--- src/rtl/core/wsff_pkg.sv ---
// ----------------------------------------------------------------------------
// wsff_pkg
// Shared types and constants of the frame fragmenter: field widths, header
// codes, sequencer step counts and the entry passed from front to back.
// ----------------------------------------------------------------------------
`default_nettype none

package wsff_pkg;

  // length counters and register widths
  localparam int LEN_W  = 32;
  localparam int BYTE_W = 8;
  localparam int CFG_W  = 32;

  // stream payload layout
  localparam int IN_DATA_W = BYTE_W + LEN_W;
  localparam int PADDR_W   = 3;

  // fragment size after reset
  localparam logic [CFG_W-1:0] MAXF_RESET = CFG_W'(32'h0001_0000);

  // header length codes and limits
  localparam logic [BYTE_W-1:0] LEN16_CODE  = 8'd126;
  localparam logic [BYTE_W-1:0] LEN64_CODE  = 8'd127;
  localparam logic [LEN_W-1:0]  SHORT_LIMIT = LEN_W'(126);
  localparam logic [LEN_W-1:0]  MID_LIMIT   = LEN_W'(32'h0001_0000);
  localparam int                LONG_BYTES  = 8;

  // sequencer steps: index of the payload byte for each header kind
  localparam int STEP_W = 4;
  localparam logic [STEP_W-1:0] STEP_HDR0      = STEP_W'(0);
  localparam logic [STEP_W-1:0] STEP_CODE      = STEP_W'(1);
  localparam logic [STEP_W-1:0] LAST_STEP_NONE  = STEP_W'(0);
  localparam logic [STEP_W-1:0] LAST_STEP_SHORT = STEP_W'(2);
  localparam logic [STEP_W-1:0] LAST_STEP_MID   = STEP_W'(4);
  localparam logic [STEP_W-1:0] LAST_STEP_LONG  = STEP_W'(2 + LONG_BYTES);

  // front to back queue
  localparam int QUEUE_DEPTH = 4;
  localparam int QPTR_W      = $clog2(QUEUE_DEPTH);
  localparam int QCNT_W      = QPTR_W + 1;

  typedef enum logic [1:0] {
    HDR_NONE,
    HDR_SHORT,
    HDR_MID,
    HDR_LONG
  } hdr_kind_t;

  // one classified input word
  typedef struct packed {
    logic [BYTE_W-1:0] payload;
    logic              ends_frame;
    hdr_kind_t         kind;
    logic              fin;
    logic              first;
    logic [LEN_W-1:0]  len;
  } frag_entry_t;

  typedef struct packed {
    logic full;
    logic empty;
  } queue_status_t;

endpackage

`default_nettype wire

--- src/rtl/core/wsff_front.sv ---
// ----------------------------------------------------------------------------
// wsff_front
// Accepts input words, tracks message and fragment counters and classifies
// each word: dropped, plain payload, or payload opening a new fragment.
// ----------------------------------------------------------------------------
`default_nettype none

module wsff_front
  import wsff_pkg::*;
(
  input  wire logic                 clk,
  input  wire logic                 rst,
  input  wire logic                 s_tvalid,
  output      logic                 s_tready,
  input  wire logic [IN_DATA_W-1:0] s_tdata,   // payload_byte, message_bytes
  input  wire logic                 s_tuser,   // starts_message
  input  wire logic [CFG_W-1:0]     max_frag,
  input  wire queue_status_t        q_status,
  output      logic                 push,
  output      frag_entry_t          push_entry
);

  logic [LEN_W-1:0] message_left, message_left_next;
  logic [LEN_W-1:0] fragment_left, fragment_left_next;
  logic             first_pending, first_pending_next;

  logic [LEN_W-1:0] msg_in, eff_msg, eff_frag, maxf, len, frag_now;
  logic             eff_first, need_hdr, accept;
  hdr_kind_t        kind;

  // classify the incoming word against the running counters
  always_comb begin
    msg_in    = s_tdata[IN_DATA_W-1:BYTE_W];
    eff_msg   = s_tuser ? msg_in : message_left;
    eff_frag  = s_tuser ? '0 : fragment_left;
    eff_first = s_tuser | first_pending;
    maxf      = (max_frag == '0) ? LEN_W'(1) : LEN_W'(max_frag);
    len       = (eff_msg <= maxf) ? eff_msg : maxf;
    need_hdr  = (eff_frag == '0);
    frag_now  = need_hdr ? len : eff_frag;

    if (!need_hdr) begin
      kind = HDR_NONE;
    end else if (len < SHORT_LIMIT) begin
      kind = HDR_SHORT;
    end else if (len < MID_LIMIT) begin
      kind = HDR_MID;
    end else begin
      kind = HDR_LONG;
    end

    s_tready = !q_status.full;
    accept   = s_tvalid && s_tready;
    push     = accept && (eff_msg != '0);

    push_entry.payload    = s_tdata[BYTE_W-1:0];
    push_entry.ends_frame = (frag_now == LEN_W'(1));
    push_entry.kind       = kind;
    push_entry.fin        = (eff_msg <= maxf);
    push_entry.first      = eff_first;
    push_entry.len        = len;

    message_left_next  = message_left;
    fragment_left_next = fragment_left;
    first_pending_next = first_pending;
    if (accept) begin
      if (eff_msg == '0) begin
        message_left_next  = '0;
        fragment_left_next = '0;
        first_pending_next = 1'b0;
      end else begin
        message_left_next  = eff_msg - LEN_W'(1);
        fragment_left_next = frag_now - LEN_W'(1);
        first_pending_next = need_hdr ? 1'b0 : eff_first;
      end
    end
  end

  // counter state
  always_ff @(posedge clk) begin
    if (rst) begin
      message_left  <= '0;
      fragment_left <= '0;
      first_pending <= 1'b0;
    end else begin
      message_left  <= message_left_next;
      fragment_left <= fragment_left_next;
      first_pending <= first_pending_next;
    end
  end

endmodule

`default_nettype wire

--- src/rtl/core/wsff_queue.sv ---
// ----------------------------------------------------------------------------
// wsff_queue
// Short queue of classified words between the front and the back sequencer.
// ----------------------------------------------------------------------------
`default_nettype none

module wsff_queue
  import wsff_pkg::*;
(
  input  wire logic          clk,
  input  wire logic          rst,
  input  wire logic          push,
  input  wire frag_entry_t   push_entry,
  input  wire logic          pop,
  output      frag_entry_t   head,
  output      queue_status_t status
);

  frag_entry_t       entries [QUEUE_DEPTH];
  logic [QPTR_W-1:0] wr_ptr, rd_ptr;
  logic [QCNT_W-1:0] count;
  logic              do_push, do_pop;

  // status and head word
  always_comb begin
    status.full  = (count == QCNT_W'(QUEUE_DEPTH));
    status.empty = (count == '0);
    do_push      = push && !status.full;
    do_pop       = pop && !status.empty;
    head         = entries[rd_ptr];
  end

  // storage
  always_ff @(posedge clk) begin
    if (do_push) begin
      entries[wr_ptr] <= push_entry;
    end
  end

  // pointers and fill count
  always_ff @(posedge clk) begin
    if (rst) begin
      wr_ptr <= '0;
      rd_ptr <= '0;
      count  <= '0;
    end else begin
      if (do_push) begin
        wr_ptr <= wr_ptr + QPTR_W'(1);
      end
      if (do_pop) begin
        rd_ptr <= rd_ptr + QPTR_W'(1);
      end
      count <= count + QCNT_W'(do_push) - QCNT_W'(do_pop);
    end
  end

  // fill count stays within the depth
  assert property (@(posedge clk) disable iff (rst) count <= QCNT_W'(QUEUE_DEPTH))
    else $error("queue count beyond depth");

  // a lone push raises the count by one
  assert property (@(posedge clk) disable iff (rst)
    (do_push && !do_pop) |=> (count == $past(count) + QCNT_W'(1)))
    else $error("queue count missed a push");

endmodule

`default_nettype wire

--- src/rtl/core/wsff_back.sv ---
// ----------------------------------------------------------------------------
// wsff_back
// Header sequencer: walks the header bytes of the head word one per cycle while
// the output is not stalled, then emits its payload byte, into a registered output stage.
// ----------------------------------------------------------------------------
`default_nettype none

module wsff_back
  import wsff_pkg::*;
(
  input  wire logic              clk,
  input  wire logic              rst,
  input  wire frag_entry_t       head,
  input  wire queue_status_t     q_status,
  output      logic              pop,
  output      logic              out_valid,
  input  wire logic              out_ready,
  output      logic [BYTE_W-1:0] out_byte,
  output      logic              out_hdr,
  output      logic              out_ends,
  output      logic              out_last
);

  logic [STEP_W-1:0] step, step_next, last_step;
  logic              advance, is_last;
  logic [BYTE_W-1:0] byte_sel;
  logic [63:0]       len64;
  logic [2:0]        long_idx;

  // pick the byte for the current step
  always_comb begin
    unique case (head.kind)
      HDR_NONE:  last_step = LAST_STEP_NONE;
      HDR_SHORT: last_step = LAST_STEP_SHORT;
      HDR_MID:   last_step = LAST_STEP_MID;
      HDR_LONG:  last_step = LAST_STEP_LONG;
      default:   last_step = LAST_STEP_NONE;
    endcase
    is_last  = (step == last_step);
    len64    = 64'(head.len);
    long_idx = 3'(LAST_STEP_LONG - STEP_W'(1) - step);

    if (is_last) begin
      byte_sel = head.payload;
    end else if (step == STEP_HDR0) begin
      byte_sel = {head.fin, 6'b000000, head.first};
    end else if (head.kind == HDR_SHORT) begin
      byte_sel = head.len[BYTE_W-1:0];
    end else if (step == STEP_CODE) begin
      byte_sel = (head.kind == HDR_MID) ? LEN16_CODE : LEN64_CODE;
    end else if (head.kind == HDR_MID) begin
      byte_sel = (step == STEP_CODE + STEP_W'(1)) ? head.len[15:8] : head.len[7:0];
    end else begin
      byte_sel = len64[{long_idx, 3'b000} +: BYTE_W];
    end

    advance   = !q_status.empty && (!out_valid || out_ready);
    pop       = advance && is_last;
    step_next = step;
    if (advance) begin
      step_next = is_last ? '0 : step + STEP_W'(1);
    end
  end

  // step counter and output valid
  always_ff @(posedge clk) begin
    if (rst) begin
      step      <= '0;
      out_valid <= 1'b0;
    end else begin
      step <= step_next;
      if (advance) begin
        out_valid <= 1'b1;
      end else if (out_ready) begin
        out_valid <= 1'b0;
      end
    end
  end

  // output word register
  always_ff @(posedge clk) begin
    if (advance) begin
      out_byte <= byte_sel;
      out_hdr  <= !is_last;
      out_ends <= is_last && head.ends_frame;
      out_last <= is_last;
    end
  end

  // step never runs past the longest header
  assert property (@(posedge clk) disable iff (rst) step <= LAST_STEP_LONG)
    else $error("sequencer step out of range");

  // the closing word of a run is payload, never header
  assert property (@(posedge clk) disable iff (rst) (out_valid && out_last) |-> !out_hdr)
    else $error("header byte marked last of run");

  // end of fragment only on the closing payload byte
  assert property (@(posedge clk) disable iff (rst) (out_valid && out_ends) |-> out_last)
    else $error("ends_frame on a header byte");

endmodule

`default_nettype wire

--- src/rtl/core/websocket_frame_fragmenter_unit.sv ---
// ----------------------------------------------------------------------------
// websocket_frame_fragmenter_unit
// Frame header encoder with fragmentation for a byte stream of messages.
// ----------------------------------------------------------------------------
// Each input word is one payload byte; the first byte of a message carries
// the message length. A byte inside a fragment leaves as one output word. A
// byte that opens a fragment leaves behind its header: 3, 5 or 11 output
// words for lengths below 126, below 65536, or larger, one word per cycle
// from the header sequencer while the output is not stalled. The input
// side keeps accepting while a four-entry queue has room, so headers stall
// the input only once that queue fills. max_fragment_bytes sits at byte
// address 0; write it only while the block is idle.
`default_nettype none

module websocket_frame_fragmenter_unit
  import wsff_pkg::*;
(
  input  wire logic                 clk,
  input  wire logic                 rst,
  // input stream
  input  wire logic                 s_tvalid,
  output      logic                 s_tready,
  input  wire logic [IN_DATA_W-1:0] s_tdata,   // [7:0] payload_byte, [39:8] message_bytes
  input  wire logic                 s_tuser,   // [0] starts_message
  // output stream
  output      logic                 m_tvalid,
  input  wire logic                 m_tready,
  output      logic [BYTE_W-1:0]    m_tdata,   // [7:0] out_byte
  output      logic [1:0]           m_tuser,   // [0] is_header, [1] ends_frame
  output      logic                 m_tlast,   // last_of_run
  // configuration
  input  wire logic                 psel,
  input  wire logic                 penable,
  input  wire logic                 pwrite,
  input  wire logic [PADDR_W-1:0]   paddr,
  input  wire logic [CFG_W-1:0]     pwdata,
  output      logic [CFG_W-1:0]     prdata,
  output      logic                 pready
);

  logic [CFG_W-1:0] max_frag;
  logic             push, pop, hdr, ends;
  frag_entry_t      push_entry, head;
  queue_status_t    q_status;

  // register file
  assign pready = 1'b1;
  assign prdata = (paddr[PADDR_W-1] == 1'b0) ? max_frag : '0;

  always_ff @(posedge clk) begin
    if (rst) begin
      max_frag <= MAXF_RESET;
    end else if (psel && penable && pwrite && pready && (paddr[PADDR_W-1] == 1'b0)) begin
      max_frag <= pwdata;
    end
  end

  wsff_front u_front (
    .clk        (clk),
    .rst        (rst),
    .s_tvalid   (s_tvalid),
    .s_tready   (s_tready),
    .s_tdata    (s_tdata),
    .s_tuser    (s_tuser),
    .max_frag   (max_frag),
    .q_status   (q_status),
    .push       (push),
    .push_entry (push_entry)
  );

  wsff_queue u_queue (
    .clk        (clk),
    .rst        (rst),
    .push       (push),
    .push_entry (push_entry),
    .pop        (pop),
    .head       (head),
    .status     (q_status)
  );

  wsff_back u_back (
    .clk       (clk),
    .rst       (rst),
    .head      (head),
    .q_status  (q_status),
    .pop       (pop),
    .out_valid (m_tvalid),
    .out_ready (m_tready),
    .out_byte  (m_tdata),
    .out_hdr   (hdr),
    .out_ends  (ends),
    .out_last  (m_tlast)
  );

  assign m_tuser = {ends, hdr};

endmodule

`default_nettype wire
--- config.mk ---
export PLATFORM = sky130hd
export DESIGN_NAME = websocket_frame_fragmenter_unit
export DESIGN_NICKNAME = d
export VERILOG_FILES = /design/src/rtl/core/wsff_pkg.sv /design/src/rtl/core/wsff_front.sv /design/src/rtl/core/wsff_queue.sv /design/src/rtl/core/wsff_back.sv /design/src/rtl/core/websocket_frame_fragmenter_unit.sv
export SDC_FILE = /design/constraint.sdc
export NUM_CORES = 1
export LEC_CHECK = 0
export BUFFER_PORTS_ARGS = -buffer_cell sky130_fd_sc_hd__buf_2
export CORE_UTILIZATION = 54
export CTS_BUF_LIST = sky130_fd_sc_hd__clkbuf_4
export CTS_CLUSTER_DIAMETER = 100
export DETAILED_ROUTE_END_ITERATION = 7
export PLACE_DENSITY = 0.73
export SETUP_SLACK_MARGIN = 0.15
export SLEW_MARGIN = 40
export SYNTH_ARGS = -nofsm -noshare
export SYNTH_HDL_FRONTEND = slang
export SYNTH_SLANG_ARGS = --single-unit
--- constraint.sdc ---
create_clock -name clk -period 8.7 [get_ports clk]
set_input_delay 1.74 -clock clk [delete_from_list [all_inputs] [get_ports clk]]
set_output_delay 1.74 -clock clk [all_outputs]
set_load 0.01 [all_outputs]
# Yosys cells after proc, flatten, opt, wreduce, memory -nomap -nowiden
# Memories as Yosys holds them, arrays and structs flattened. A register that Yosys moved wholly into a read port is not among the register bits.
# Cells that the tools add are included.
[totals] word_cells=87 reg_bits=120 ram_bits=180 mem_count=1 in_bits=83 out_inout_bits=46
[op_classes] eq_ne=8 muxes=28 bitwise=2 n_shift=1 n_lt_le_gt_ge=3 add_sub_neg=8 n_reduce_logical=23
[mem_list] name="u_queue.entries" words=4 width=45 read_ports=1 rd_ports_with_merged_regs=1 write_ports=1 line_no="wsff_queue.sv:19" source="frag_entry_t entries [QUEUE_DEPTH];"
[ops] cell="$mux 32" n=8
[ops] cell="$logic_not 32->1" n=3
[ops] cell="$shiftx 64x7->8" n=1
[ops] cell="$sub 32x1->32 const B" n=2
[ops] cell="$mux 8" n=6
[ops] cell="$eq 32x1->1 const B" n=1
[ops] cell="$le 32x32->1" n=1
[ops] cell="$lt 32x17->1 const B" n=1
[ops] cell="$lt 32x7->1 const B" n=1
[ops] cell="$reduce_bool 32->1" n=1
[ops] cell="$pmux 4 s4" n=1
[ops] cell="$logic_and 1x1->1" n=10
[ops] cell="$mux 1" n=8
[ops] cell="$mux 2" n=4
[ops] cell="$add 2x1->2 const B" n=2
[ops] cell="$add 4x1->4 const B" n=1
[ops] cell="$eq 2x2->1 const B" n=2
[ops] cell="$eq 4x1->1 const B" n=1
[ops] cell="$eq 4x2->1 const B" n=1
[ops] cell="$eq 4x4->1" n=1
[ops] cell="$logic_not 1->1" n=4
[ops] cell="$logic_not 4->1" n=1
[ops] cell="$mux 4" n=1
[ops] cell="$add 3x1->3" n=1
[ops] cell="10 further kinds" n=10

# Logic depth before layout (Yosys ltp)
[depth] word_depth=8 depth_mapped=23 depth_no_buf=16

# Cells and area by module
# A second synthesis with hierarchy kept.
[unflattened] cells_unflattened=1436 area_unflattened_um2=16334.4
[by_module_without_submodules] module="wsff_queue" area_per_inst_um2=7035.5 seq_area_each_um2=5585.4 cells_each=286 n_inst=1
[by_module_without_submodules] module="wsff_front" area_per_inst_um2=6229.7 seq_area_each_um2=1301.2 cells_each=840 n_inst=1
[by_module_without_submodules] module="websocket_frame_fragmenter_unit" area_per_inst_um2=1706.6 seq_area_each_um2=640.6 cells_each=179 n_inst=1
[by_module_without_submodules] module="wsff_back" area_per_inst_um2=1362.6 seq_area_each_um2=430.4 cells_each=131 n_inst=1

# Worst setup path after synthesis
# OpenSTA, ideal clock, no wires.
[synth_path] path_type="input -> register" start="in s_tuser" end="reg u_front.fragment_left[24]" arrival_time_ns=6.757 n_path_buf=7 required_ns=8.585 path_slack_ns=1.827 setup_ns=0.115 path_stages=19 path_cell_list="buf_2 buf_2 buf_2 buf_2 buf_1 clkbuf_1 mux2_2 ha_1 a21oi_1 a2111o_1 a311oi_2 nor4_1 a221oi_1 ha_1 nand4bb_1 clkbuf_1 or2_2 or4_1 a31o_1"
[synth_via] elab_chain_cells=6 elab_cells_between_ends=9 classes_between="add/sub (1); order compare (1); mux (5); reduce/logical (2)"
[synth_rtl] item="start: declaration" line_no="websocket_frame_fragmenter_unit.sv:24" source="input wire logic s_tuser,"
[synth_rtl] item="$mux 32" line_no="wsff_front.sv:34" source="eff_msg = s_tuser ? msg_in : message_left;"
[synth_rtl] item="$le 32x32->1" line_no="wsff_front.sv:38" source="len = (eff_msg <= maxf) ? eff_msg : maxf;"
[synth_rtl] item="$mux 32" line_no="wsff_front.sv:38"
[synth_rtl] item="$mux 32" line_no="wsff_front.sv:40" source="frag_now = need_hdr ? len : eff_frag;"
[synth_rtl] item="$sub 32x1->32" line_no="wsff_front.sv:73" source="fragment_left_next = frag_now - LEN_W'(1);"
[synth_rtl] item="$mux 32 *" line_no="wsff_front.sv:67" source="if (eff_msg == '0) begin"
[synth_rtl] item="end signal: assignment" line_no="wsff_front.sv:87" source="fragment_left <= fragment_left_next;"
[synth_rtl] item="end: declaration" line_no="wsff_front.sv:24" source="logic [LEN_W-1:0] fragment_left, fragment_left_next;"
# Mark *: on every way between the ends. The rest lies on a longest branch, timed or not.
# A chain may end at the register's enable or synchronous reset.

==> flow_metrics.py <==
metrics = {
    "outcome": {
        "status": "finished clean",
    },
    "clocking": {
        "root_buffer": "clkbuf_4",
        "clock-sinks": 302,
        "cts_tree": "yes",
        "cts_setup_buffers": 0,
        "insertion_delay_ns": 0.72,
        "cts_resized": 0,
        "clkTransAtPathRegs_ns": 0.05,
        "clockBufferDepth": 3,
        "hold_buffers": 0,
        "numCtsBuffers": 77,
        "h-tree-depth": 3,
    },
    "yosys": {
        "seq_area_frac_synth": 0.506,
        "yosys_warnings": 0,
        "synth.avg_cell_area_um2": 10.9,
        "synthCells": 1440,
        "synth_top_flop_cell": "edfxtp_1",
        "synth-seq-cells": 302,
        "synth_edf_count": 191,
        "yosys.cell_types.count": 83,
        "async_flop_share": 0,
        "synthesis.nets": 1570,
        "synth_area_um2": 15700,
    },
    "routing": {
        "vias": 12600,
        "dr.first_iter.drc_count": 1275,
        "wl_um": 42700,
        "drc": 0,
        "drt_pass1_iterations": 6,
        "wl_per_cell_um": 21.0,
        "ant_nets": 0,
        "vias_per_cell": 6.21,
    },
    "placed_design": {
        "place_congestion": 0.996,
        "port_buffers": 125,
        "place_inst": 1891,
        "hpwl_um": 30500,
    },
    "floorplan": {
        "die_w_um": 173,
        "placeableCoreArea_um2": 28700,
        "rows": 62,
        "die_area_um2": 29800,
        "die_h_um": 173,
        "initial_core_util": 0.547,
        "ios": 129,
    },
    "worst_setup_path": {
        "cp_slowest_cell": "or4_4",
        "cp-startpoint": "s_tuser",
        "required_ns": 9.25,
        "cp-start-kind": "primary input",
        "path_max_fanout": 29,
        "critPathMaxStageDelay_ns": 0.66,
        "r2r_slack_ns": 3.47,
        "reg2reg_depth": 15,
        "cp-end-kind": "flop",
        "r2r-end": "u_front.fragment_left[19]",
        "crit_chain": "buf_2 > buf_4 > mux2i_1 > inv_1 > ha_1 > nand4_4 > nor4_4 > a311o_1 > nand2_8 > inv_4 > o21ai_1 > a211o_1 > or4_4 > or4_1 > a32o_1",
        "crit_arrival_ns": 7.12,
        "criticalPathCategory": "in -> reg",
        "r2r_start": "max_frag[11]",
    },
    "final_layout": {
        "drive_gt1_frac": 0.237,
        "post-route-util": 0.617,
        "stdcell_count": 2029,
        "final_nets": 1716,
        "fillers": 2348,
        "most-common-layout-cells": "edfxtp_1, nand2_1, nor2_1",
        "mostFrequentLayoutCell": "edfxtp_1",
        "area_delta_synth_final_pct": 12.7,
    },
    "grt": {
        "grt_pass1_wl_um": 66600,
        "grt_usage": 0.287,
        "overflow": 0,
        "grt_pass1_vias": 12000,
        "grt_max_degree": 46,
        "antenna_found_initial": 2,
    },
    "min_path": {
        "min_from": "max_frag[27]",
        "min_to": "max_frag[27]",
        "hold_path_class": "reg -> reg",
        "hold_depth": 2,
    },
    "sta": {
        "whs_ns": 0.466,
        "fmax_mhz": 152,
        "hold_viol": 0,
        "fin_tns_setup_ns": 0,
        "min_period_over_period": 0.755,
        "drv_slew": 0,
        "slew_headroom": 0.404,
        "finalSetupViolations": 0,
        "rsz0062_at_grt": "false",
        "final.min_clock_period_ns": 6.57,
        "worst_pin_slew_ns": 0.885,
        "finClkSkew_ns": 0.0745,
    },
    "power": {
        "vdd_drop_max_mv": 0.114,
        "p_leak_nw": 6.62,
        "powerDensity_nw_per_um2": 265,
    },
    "run": {
        "max_cap_viol_count": 0,
    },
}
area by class of cell:
class	count	area (µm²)	area share
diodes	1	2.50	0.000141
clock buffers	114	856	0.0483
clock inverters	23	131	0.00742
inverters	74	280	0.0158
multi-input cells	974	7120	0.402
flip-flops and latches	302	7960	0.450
well taps	384	480	0.0271
repair buffers	157	880	0.0497
power by group:
part	internal, W	leakage (nW)	switching (W)
Clock	0.000611	0.585	0.000584
Sequential	0.00178	2.68	0.000100
Combinational	0.000627	3.35	0.000992
Total	0.00302	6.62	0.00168
metal layers:
| metal | track usage | vias to the layer above | wire [µm] |
|---|---|---|---|
| met5 | 0 | - | 17 |
| li1 | - | 5770 | - |
| met3 | 0.0552 | 88 | 3480 |
| met1 | 0.387 | 6091 | 17700 |
| met4 | 0.113 | 2 | 1200 |
| met2 | 0.459 | 643 | 20300 |
worst max path at each step:
stage                                           end  cells after the start
final                     u_front.fragment_left[19]                     15
after global routing      u_front.fragment_left[19]                     15
after CTS                 u_front.fragment_left[19]                     15
after detailed placement  u_front.fragment_left[19]                     15
after global placement    u_front.fragment_left[19]                     15
after floorplan           u_front.fragment_left[24]                     19
state kept, by name (all words and copies together), names as in the netlist, named ones only:
signal / count
max_frag: 32
u_back.out_byte: 8
u_back.out_ends: 1
u_back.out_hdr: 1
u_back.out_last: 1
u_back.out_valid: 1
u_back.step: 4
u_front.first_pending: 1
u_front.fragment_left: 32
u_front.message_left: 32
u_queue.count: 3
u_queue.entries: 180
u_queue.rd_ptr: 2
u_queue.wr_ptr: 2
stage by stage:
step                total power (W)  area [µm²]  worst slack [ns]
finish                      0.00470       17700              2.13
detailed placement          0.00351       16700              1.44
floorplan                   0.00304       15700              1.83
global placement            0.00346       16700              1.53
global route                0.00496       17700              1.79
CTS                         0.00470       17700              2.12
critical path: cells and delay by family:
family / cells / cell delay [ns]
compound gates: 4 / 1.28
mux: 1 / 0.49
fa+ha+maj: 1 / 0.35
simple gates: 5 / 1.93
buf+inv: 4 / 1.30
cell families after synthesis:
group / after synthesis / synth area share
buf+inv: 164 / 0.0431
xor+xnor: 40 / 0.0223
fa+ha+maj: 47 / 0.0379
flops: 302 / 0.506
mux: 95 / 0.104
other cells: 1 / 0.000239
compound gates: 302 / 0.133
simple gates: 489 / 0.153
cell usage after synthesis, drive strengths merged, types with 3 or more instances:
library cell / count / share of area
nor3: 47 / 0.015
o221ai: 10 / 0.0056
a22oi: 37 / 0.018
a311oi: 7 / 0.0047
xor2: 9 / 0.0050
a221oi: 9 / 0.0088
nor3b: 5 / 0.0024
and4: 3 / 0.0017
nand4: 19 / 0.0089
edfxtp: 191 / 0.36
inv: 74 / 0.018
a211oi: 4 / 0.0019
ha: 46 / 0.037
or2: 5 / 0.0020
and2: 17 / 0.0068
dfxtp: 111 / 0.14
a21oi: 80 / 0.025
nor4: 30 / 0.014
or3: 13 / 0.0052
nor2: 134 / 0.032
o211ai: 4 / 0.0019
a31o: 7 / 0.0039
buf: 31 / 0.011
and3: 6 / 0.0024
nand2b: 5 / 0.0020
a31oi: 6 / 0.0028
or4: 10 / 0.0050
a32oi: 11 / 0.0061
mux2i: 25 / 0.016
nand3: 36 / 0.012
mux4: 53 / 0.076
nand2: 140 / 0.034
o21a: 4 / 0.0019
o31ai: 9 / 0.0043
xnor2: 31 / 0.017
o32ai: 5 / 0.0028
nor2b: 12 / 0.0048
clkbuf: 59 / 0.014
a32o: 11 / 0.0070
mux2: 17 / 0.012
a22o: 4 / 0.0022
a21o: 5 / 0.0024
o21ai: 67 / 0.021
No activity file was read; power rests on OpenSTA's default activity.
